`config.mk`:
```
export PLATFORM = sky130hd
export DESIGN_NAME = fpc_frame_tracker
export DESIGN_NICKNAME = d
export VERILOG_FILES = /design/src/hw/rtl/fpc_pkg.sv /design/src/hw/rtl/fpc_frame_tracker.sv
export SDC_FILE = /design/constraint.sdc
export NUM_CORES = 1
export LEC_CHECK = 0
export BUFFER_PORTS_ARGS = -buffer_cell sky130_fd_sc_hd__buf_4
export CAP_MARGIN = 40
export CORE_UTILIZATION = 56
export CTS_BUF_LIST = sky130_fd_sc_hd__clkbuf_8
export DETAILED_ROUTE_END_ITERATION = 7
export MAX_ROUTING_LAYER = met4
export PLACE_DENSITY_LB_ADDON = 0.3
export SYNTH_ARGS = -nofsm -noshare
export SYNTH_HDL_FRONTEND = slang
export SYNTH_SLANG_ARGS = --single-unit
```
`constraint.sdc`:
```
create_clock -name clock -period 3.8 [get_ports clock]
set_input_delay 0.19 -clock clock [delete_from_list [all_inputs] [get_ports clock]]
set_output_delay 0.19 -clock clock [all_outputs]
set_load 0.02 [all_outputs]
```
`src/hw/rtl/fpc_pkg.sv`:
```
// Shared types and constants of the framed packet checker.
package fpc_pkg;

   localparam logic [8:0] POS_MAX        = 9'd511;
   localparam logic [8:0] HEADER_BYTES   = 9'd4;
   localparam logic [8:0] FRAME_OVERHEAD = 9'd6;

   typedef enum logic [1:0] {
      ST_OK    = 2'd0,
      ST_SHORT = 2'd1,
      ST_PROTO = 2'd2
   } status_type;

   typedef struct packed {
      status_type  status;
      logic [15:0] command;
      logic [7:0]  payload_length;
   } verdict_type;

endpackage

```
`src/hw/rtl/fpc_frame_tracker.sv`:
```
// Frame state tracker: per-byte header capture, running sums and verdict logic.
module fpc_frame_tracker
   import fpc_pkg::*;
(
   input  logic        clock,
   input  logic        reset,
   input  logic        step,
   input  logic [7:0]  magic,
   input  logic [7:0]  rx_byte,
   input  logic        end_of_buffer,
   output verdict_type verdict
);

   logic [8:0]  pos_ff, pos_in;
   logic [15:0] cmd_ff, cmd_in;
   logic [7:0]  len_ff, len_in;
   logic [7:0]  sum_a_ff, sum_a_in;
   logic [7:0]  sum_b_ff, sum_b_in;
   logic        magic_bad_ff, magic_bad_in;
   logic        first_ok_ff, first_ok_in;
   logic        check_ok_ff, check_ok_in;
   logic [8:0]  ck1;
   logic [8:0]  frame_len;
   logic [7:0]  add_a;

   always_comb begin
      pos_in       = pos_ff;
      cmd_in       = cmd_ff;
      len_in       = len_ff;
      sum_a_in     = sum_a_ff;
      sum_b_in     = sum_b_ff;
      magic_bad_in = magic_bad_ff;
      first_ok_in  = first_ok_ff;
      check_ok_in  = check_ok_ff;
      ck1          = HEADER_BYTES + {1'b0, len_ff};
      add_a        = sum_a_ff + rx_byte;

      if (pos_ff == 9'd0) begin
         magic_bad_in = (rx_byte != magic);
      end else if (pos_ff == 9'd1) begin
         cmd_in = {rx_byte, 8'h00};
      end else if (pos_ff == 9'd2) begin
         cmd_in = {cmd_ff[15:8], rx_byte};
      end else if (pos_ff == 9'd3) begin
         len_in = rx_byte;
      end else if (pos_ff < ck1) begin
         sum_a_in = add_a;
         sum_b_in = sum_b_ff + add_a;
      end else if (pos_ff == ck1) begin
         first_ok_in = (rx_byte == sum_a_ff);
      end else if (pos_ff == ck1 + 9'd1) begin
         check_ok_in = first_ok_ff && (rx_byte == sum_b_ff);
      end

      if (pos_ff < POS_MAX) begin
         pos_in = pos_ff + 9'd1;
      end

      // Verdict on the state as it stands after this byte.
      frame_len = {1'b0, len_in} + FRAME_OVERHEAD;
      verdict   = '{status: ST_OK, command: 16'h0000, payload_length: 8'h00};
      if (pos_in < FRAME_OVERHEAD) begin
         verdict.status = ST_SHORT;
      end else if (magic_bad_in) begin
         verdict.status = ST_PROTO;
      end else begin
         verdict.command        = cmd_in;
         verdict.payload_length = len_in;
         if (pos_in < frame_len) begin
            verdict.status = ST_SHORT;
         end else if (check_ok_in) begin
            verdict.status = ST_OK;
         end else begin
            verdict.status = ST_PROTO;
         end
      end
   end

   always_ff @(posedge clock) begin
      if (reset || (step && end_of_buffer)) begin
         pos_ff       <= '0;
         cmd_ff       <= '0;
         len_ff       <= '0;
         sum_a_ff     <= '0;
         sum_b_ff     <= '0;
         magic_bad_ff <= 1'b0;
         first_ok_ff  <= 1'b0;
         check_ok_ff  <= 1'b0;
      end else if (step) begin
         pos_ff       <= pos_in;
         cmd_ff       <= cmd_in;
         len_ff       <= len_in;
         sum_a_ff     <= sum_a_in;
         sum_b_ff     <= sum_b_in;
         magic_bad_ff <= magic_bad_in;
         first_ok_ff  <= first_ok_in;
         check_ok_ff  <= check_ok_in;
      end
   end

endmodule

```
# Word level (Yosys, flattened, before mapping)
# Index checks and enable logic that the tools add are counted.
[totals] regBits=52 inputBits=20 output_inout_bits=26 wordCells=59
[op_classes] add_sub_neg=6 magnitude_cmp=4 n_eq_ne=8 mux=22 bitwise=5 n_reduce_logical=6
[ops] operator="$mux 24" n=2
[ops] operator="$mux 8" n=5
[ops] operator="$mux 16" n=2
[ops] operator="$add 9x1->9 const B" n=2
[ops] operator="$eq 9x2->1 const B" n=2
[ops] operator="$eq 9x9->1" n=2
[ops] operator="$lt 9x9->1" n=2
[ops] operator="$add 8x8->8" n=2
[ops] operator="$eq 8x8->1" n=2
[ops] operator="$add 3x8->9 const A" n=1
[ops] operator="$add 8x3->9 const B" n=1
[ops] operator="$eq 9x1->1 const B" n=1
[ops] operator="$logic_not 9->1" n=1
[ops] operator="$lt 9x3->1 const B" n=1
[ops] operator="$lt 9x9->1 const B" n=1
[ops] operator="$mux 9" n=1
[ops] operator="$mux 1" n=8
[ops] operator="$mux 2" n=4
[ops] operator="$ne 8x8->1" n=1
[ops] operator="$reduce_and 7->1" n=1
[ops] operator="$reduce_and 6->1" n=1
[ops] operator="$not 1->1" n=5
[ops] operator="$logic_and 1x1->1" n=2
[ops] operator="$logic_or 1x1->1" n=1

# Depth between registers and ports, before layout
# Gate-level depths: netlist (run 1).
[depth] depth_word=14 mapped_depth=17 ltp_nobuf=16

# Worst setup path after synthesis (run 1)
# Ideal clock, no wire load.
[synth_timing] kind="register -> output" startpoint="register pos_ff[1]" endpoint="output verdict[25] (netlist name)" arrival_time_ns=3.713 t_required_ns=3.610 setup_slack_ns=-0.103 path_stages_with_launch=17 n_path_buf=1 path_cell_list="dfxtp_1 clkbuf_1 inv_1 ha_1 nor3b_1 nand4b_2 mux2i_1 nand2_1 nand2_1 xor2_1 mux2_2 ha_1 a21oi_1 nor3_1 o21ai_0 a31o_2 nor4_2"
[synth_lines] item="start: declaration" line_no="fpc_frame_tracker.sv:14" rtl="logic [8:0] pos_ff, pos_in;"
[synth_lines] item="start signal: assignment" line_no="fpc_frame_tracker.sv:90" rtl="pos_ff <= pos_in;"
[synth_lines] item="end: declaration" line_no="fpc_frame_tracker.sv:11" rtl="output verdict_type verdict"

==> impl_metrics.env, run 1 <==
export IMPL_status="completed"
export IMPL_synth_area_um2=4500
export IMPL_start_kind="flip-flop"
export IMPL_p_per_area_nw_per_um2=225
export IMPL_core_region_area_um2=7730
export IMPL_synth_adder_area_share_pct=11.7
export IMPL_synthArstFlopShare_pct=0
export IMPL_grt_pass1_wl_um=19800
export IMPL_drc=0
export IMPL_cts_clk_slew_worst_paths_ns=0.10
export IMPL_die_w_um=91.6
export IMPL_slowest_delay_ns=0.37
export IMPL_yosys_warnings=0
export IMPL_overflow=0
export IMPL_setup_viol=0
export IMPL_routed_wl_um=12200
export IMPL_worstPathMaxFanout=4
export IMPL_cp_slowest_cell="dfxtp_4"
export IMPL_cts_num_sinks=52
export IMPL_yosys_register_bits=52
export IMPL_clk_path_buf_depth=2
export IMPL_syn_num_nets=612
export IMPL_rows=32
export IMPL_viasPerCell=6.06
export IMPL_layout_drive_gt1_share_pct=21.5
export IMPL_synth_compound_area_share_pct=14.8
export IMPL_track_usage_pct=30.6
export IMPL_synth_top_area_share_pct=23.2
export IMPL_synthTopCellsByArea="dfxtp_1, ha_1, mux2i_1, nor2_1, xor2_1"
export IMPL_synth_flop_cell="dfxtp_1"
export IMPL_syn_instance_count=551
export IMPL_arrival_ns=3.47
export IMPL_gp_congestion=0.921
export IMPL_antenna_found_initial=0
export IMPL_cts_buffers=5
export IMPL_finalMaxSlewViolations=0
export IMPL_drt_iter0_drc=222
export IMPL_design_die_area_um2=8390
export IMPL_yosys_area_top_type="dfxtp_1"
export IMPL_area_growth_pct=16.9
export IMPL_worst_pin_slew_ns=0.588
export IMPL_hold_viol=0
export IMPL_io_buffers=45
export IMPL_nets=655
export IMPL_place_area_um2=4950
export IMPL_synth_xor_area_share_pct=11.3
export IMPL_synth_edff_count=0
export IMPL_grt_pass1_vias=4078
export IMPL_finalCritPeriodShare_pct=96.4
export IMPL_insertion_delay_ns=0.31
export IMPL_cts_tree="yes"
export IMPL_pin_count=46
export IMPL_dr_pass1_iters=5
export IMPL_die_height_um=91.6
export IMPL_leakage_nw=2.30
export IMPL_routedWlPerCell_um=17.5
export IMPL_ys_seq_area_share_pct=23.2
export IMPL_utilization_pct=68.0
export IMPL_drv_cap=0
export IMPL_relSlewSlack_pct=59.8
export IMPL_skew_ns=0.00900
export IMPL_antenna_cells=0
export IMPL_worst_setup_path_end_kind="output pin"
export IMPL_cts_root_buf="clkbuf_8"
export IMPL_yosysUniqueCellTypes=64
export IMPL_irDropWorstVdd_uv=206
export IMPL_synth_simple_gate_area_share_pct=23.7
export IMPL_critPathKind="reg2out"
export IMPL_postCtsHoldBufs=0
export IMPL_period_minus_slack_ns=3.66
export IMPL_crit_family="simple AND/OR/NAND/NOR gates"
export IMPL_hp_class="in2reg"
export IMPL_avgSynthCellArea_um2=8.16
export IMPL_cp_required_ns=3.61
export IMPL_num_vias=4227
export IMPL_htreeDepth=2
export IMPL_grt_max_degree=51
export IMPL_fmax_mhz=273
export IMPL_fin_area_um2=5260
export IMPL_synth_area_mux_share_pct=9.49
export IMPL_start_util_pct=58.2
export IMPL_synth_top_family_by_area="simple AND/OR/NAND/NOR gates"
export IMPL_crit_buf_inv=2
export IMPL_cp_cell_sequence="inv_1 -> ha_2 -> nor3b_4 -> nand4b_4 -> mux2i_4 -> nand2_2 -> nand2_2 -> xor2_1 -> mux2_4 -> ha_2 -> a2111oi_2 -> nor2b_1 -> nor3_2 -> o21ai_1 -> a31o_2 -> nor4_4 -> buf_4"
export IMPL_dp_hpwl_um=8930
export IMPL_nFillCells=642
export IMPL_ant_nets=0
kinds of logic after synthesis:
logic type	count (synthesis)
adders and majority gates	41
DFF	52
xor gates and xnor gates	54
buffers and inverters	54
muxes	42
AOI/OAI and AO/OA	95
and+or+nand+nor	213
final cells by class:
class	count	area, µm²	share of cell area, %
tap	102	128	2.43
timing repair buffer	75	588	11.2
sequential	52	1050	19.9
clock inverter	3	20.0	0.381
clock buffer	5	68.8	1.31
multi-input combinational	445	3350	63.7
inverter	15	56.3	1.07
layout by cell type, fill, tap and decap left out, types with 6 or more instances in the layout:
cell type,instances
dfxtp_1,50
xor2_1,26
mux2i_1,37
nand2b_1,8
nor2_1,80
buf_4,73
a21o_1,6
ha_1,33
nor3_1,11
nor3_2,6
nand3_1,26
xnor2_1,25
nand2_1,37
inv_1,15
nand4_1,6
a21oi_1,32
a22oi_1,17
flip-flops by register name, summed over array words and instances (netlist names):
| register | cells |
|---|---|
| magic_bad_ff | 1 |
| first_ok_ff | 1 |
| check_ok_ff | 1 |
| pos_ff | 9 |
| cmd_ff | 16 |
| sum_a_ff | 8 |
| len_ff | 8 |
| sum_b_ff | 8 |
synth_stat cells, types with 5 or more instances:
cell type / instances
nand3_1: 26
a22oi_1: 17
nor3_1: 15
xor2_1: 26
ha_1: 39
nand4_1: 6
nor4_1: 5
buf_2: 13
nor4_2: 5
nand2_1: 40
inv_1: 15
nand2b_1: 8
a21o_1: 6
and3_1: 5
nor2_1: 81
a31oi_1: 5
xnor2_1: 25
mux2i_1: 39
dfxtp_1: 52
clkbuf_1: 17
a21oi_1: 32
buf_4: 7
tightest hold or removal path, cell delays in order:
cell and delay (ns):
buf_4 0.08, a21oi_1 0.06, nand2_1 0.07, mux2i_1 0.05
where the power goes:
part	total [mW]	internal [mW]	switching, mW
registers	0.569	0.557	0.0117
clock network	0.328	0.129	0.199
logic	0.287	0.119	0.168
final timing paths:
kind	from	to	slack, ns	cells after the start
worst min-delay path	reset	sum_b_ff[7]	0.19	4
worst max register to register	len_ff[2]	first_ok_ff	0.68	11
worst min register to register	sum_a_ff[0]	sum_a_ff[0]	0.47	2
worst max-delay path	pos_ff[0]	verdict[25]	0.14	17
per-layer routing:
metal	track usage [%]	wire [µm]	vias up
li1	-	-	2035
met1	39.6	5430	2037
met2	49.7	5850	136
met3	4.02	665	19
met4	8.86	234	0
met5	-	0	-
per-stage QoR:
stage	power, mW	cells	setup slack, ns	hold WS (ns)	setup TNS, ns
final	1.18	697	0.137	0.187	0
after global routing	1.24	697	-0.0400	0.223	-0.0400
after CTS	1.18	693	0.0158	0.185	0
after detailed placement	0.848	684	0.0159	0.456	0
after global placement	0.840	684	0.150	0.447	0
after floorplan	0.772	551	0.00249	0.398	0
what timing repair did:
action | CTS | global route
cloned | 0 | 1
hold endpoints to repair | 0 | 0
setup buffers | 1 | 3
resized for setup | 15 | 21
pin swaps | 6 | 9
endpoints found under the setup margin | 2 | 2
Note: power is estimated with default switching activity, not from simulation.
==> run 2: changes to the inputs <==
--- a/config.mk
+++ b/config.mk
@@ -7,9 +7,12 @@
 export LEC_CHECK = 0
 export BUFFER_PORTS_ARGS = -buffer_cell sky130_fd_sc_hd__buf_4
 export CAP_MARGIN = 40
-export CORE_UTILIZATION = 56
+export CELL_PAD_IN_SITES_DETAIL_PLACEMENT = 2
+export CELL_PAD_IN_SITES_GLOBAL_PLACEMENT = 2
+export CORE_UTILIZATION = 33
 export CTS_BUF_LIST = sky130_fd_sc_hd__clkbuf_8
 export DETAILED_ROUTE_END_ITERATION = 7
+export GPL_TIMING_DRIVEN = 0
 export MAX_ROUTING_LAYER = met4
 export PLACE_DENSITY_LB_ADDON = 0.3
 export SYNTH_ARGS = -nofsm -noshare
==> run 2 against run 1 <==
The flow now finishes with violations (setup timing). Non-clock buffer count increased by 31. Utilization decreased by 25 points. Maximum frequency decreased by 9.6%. Via count increased by 7.7%. Design area increased by 7.9%. Flip-flop and latch count unchanged. Clock skew increased by 0.0076 ns.
==> impl_metrics.env, run 2 (synthesis gave the netlist of run 1 again) <==
export IMPL_cts_clk_slew_worst_paths_ns=0.10
export IMPL_skew_ns=0.0166
export IMPL_antenna_found_initial=0
export IMPL_leakage_nw=2.46
export IMPL_violations="setup timing"
export IMPL_routed_wl_um=18800
export IMPL_place_inst=771
export IMPL_cts_tree="yes"
export IMPL_start_kind="flip-flop"
export IMPL_cts_root_buf="clkbuf_8"
export IMPL_routedWlPerCell_um=23.5
export IMPL_grt_max_degree=18
export IMPL_setup_viol=2
export IMPL_route_met2_wl_um=9920
export IMPL_largest_reg_flops=16
export IMPL_io_buffers=43
export IMPL_viasPerCell=5.67
export IMPL_regMostFlops="cmd_ff"
export IMPL_drt_iter0_drc=214
export IMPL_postCtsHoldBufs=0
export IMPL_design_die_area_um2=14100
export IMPL_hp_class="in2reg"
export IMPL_rows=42
export IMPL_grt_pass1_wl_um=27500
export IMPL_die_w_um=119
export IMPL_pin_count=46
export IMPL_clk_path_buf_depth=2
export IMPL_topRoutingLayerUsed="met4"
export IMPL_start_util_pct=33.9
export IMPL_track_usage_pct=26.4
export IMPL_insertion_delay_ns=0.36
export IMPL_fmax_mhz=247
export IMPL_critPathKind="reg2out"
export IMPL_antenna_cells=0
export IMPL_finalMaxSlewViolations=0
export IMPL_wl_met3_um=597
export IMPL_ff2ff_path_depth=13
export IMPL_hold_path_startpoint="reset"
export IMPL_htreeDepth=2
export IMPL_period_minus_slack_ns=4.05
export IMPL_cp_required_ns=3.61
export IMPL_grt_pass1_vias=4961
export IMPL_worstPathMaxFanout=4
export IMPL_finalNonFillerCells=802
export IMPL_hold_viol=0
export IMPL_core_region_area_um2=13200
export IMPL_r2r_slack_ns=0.46
export IMPL_worst_slack_ns=-0.251
export IMPL_cts_buffers=5
export IMPL_rsz0062_at_grt="yes"
export IMPL_reg2reg_from="len_ff[3]"
export IMPL_finalCritPeriodShare_pct=107
export IMPL_area_growth_pct=26.1
export IMPL_worst_pin_slew_ns=0.757
export IMPL_die_height_um=119
export IMPL_irDropWorstVdd_uv=208
export IMPL_wirelength_met1_um=7670
export IMPL_arrival_ns=3.86
export IMPL_utilization_pct=42.8
export IMPL_rr_endpoint="first_ok_ff"
export IMPL_drc=0
export IMPL_fin_tns_setup_ns=-0.459
export IMPL_num_vias=4551
export IMPL_layout_drive_gt1_share_pct=24.0
export IMPL_layout_common_cells="nor2_1, buf_4, dfxtp_1"
export IMPL_worstHoldEndpoint="sum_b_ff[7]"
export IMPL_min_path_cells=4
export IMPL_overflow=0
export IMPL_drv_cap=0
export IMPL_relSlewSlack_pct=49.5
export IMPL_gp_congestion=0.876
export IMPL_layout_commonest_cell="nor2_1"
export IMPL_cts_num_sinks=52
export IMPL_ant_nets=0
export IMPL_worst_setup_path_end_kind="output pin"
export IMPL_dr_pass1_iters=4
export IMPL_nets=686
export IMPL_p_per_area_nw_per_um2=249
export IMPL_status="finished, violations left"
export IMPL_dp_hpwl_um=12800
export IMPL_top_regs="cmd_ff (16), pos_ff (9)"
[run 2: what timing repair did]
item,4_1_cts,5_1_grt
resized for setup,53,12
gates cloned,0,0
endpoints found under the setup margin,2,2
setup buffers,16,7
pin swaps,18,5
[run 2: layer usage]
layer | up-vias | track usage (%)
li1 | 2097 | -
met1 | 2321 | 28.8
met2 | 97 | 49.2
met3 | 36 | 3.62
met4 | 0 | 8.07
met5 | - | -
[run 2: how the worst max path moves through the flow]
stage | from | endpoint | slack (ns) | depth (start not counted)
2_1_floorplan | pos_ff[1] | verdict[25] | 0.002 | 16
3_3_place_gp | pos_ff[1] | verdict[25] | -0.71 | 18
3_5_place_dp | pos_ff[1] | verdict[25] | -0.93 | 16
4_1_cts | pos_ff[1] | verdict[25] | -0.12 | 16
5_1_grt | pos_ff[1] | verdict[25] | -0.38 | 16
6_report | pos_ff[1] | verdict[25] | -0.25 | 16
[run 2: power breakdown]
group          switching (mW)  internal (mW)  leakage, nW
Sequential             0.0143          0.556        0.423
Combinational           0.204          0.135         1.97
Clock                   0.237          0.266       0.0687
Total                   0.455          0.957         2.46
[run 2: critical path, cell delays in order (launching register included)]
cell	delay [ns]
dfxtp_4	0.38
buf_8	0.11
inv_4	0.04
ha_4	0.17
nor3b_4	0.31
nand4b_4	0.22
mux2i_4	0.35
ha_4	0.25
nor2_2	0.06
xor2_1	0.17
ha_1	0.34
nand4_1	0.18
nor3_2	0.19
o21ai_1	0.09
a31o_2	0.29
nor4_4	0.19
buf_4	0.20
[run 2: area by class of cell]
cell class	instances	area, µm²
plain buffers	39	235
clock buffers	5	68.8
clock inverters	3	68.8
fillers	1499	7570
inverters	15	58.8
multi-input cells	445	3450
flip-flops and latches	52	1050
well taps	176	220
repair buffers	67	510
[run 2: stage by stage]
step | setup slack, ns | instance area [µm²] | total power, mW | hold slack [ns]
2_1_floorplan | 0.00249 | 4500 | 0.772 | 0.398
3_3_place_gp | -0.712 | 5050 | 0.853 | 0.450
3_5_place_dp | -0.933 | 5050 | 0.868 | 0.462
4_1_cts | -0.124 | 5570 | 1.40 | 0.178
5_1_grt | -0.381 | 5670 | 1.46 | 0.217
6_report | -0.251 | 5670 | 1.41 | 0.184
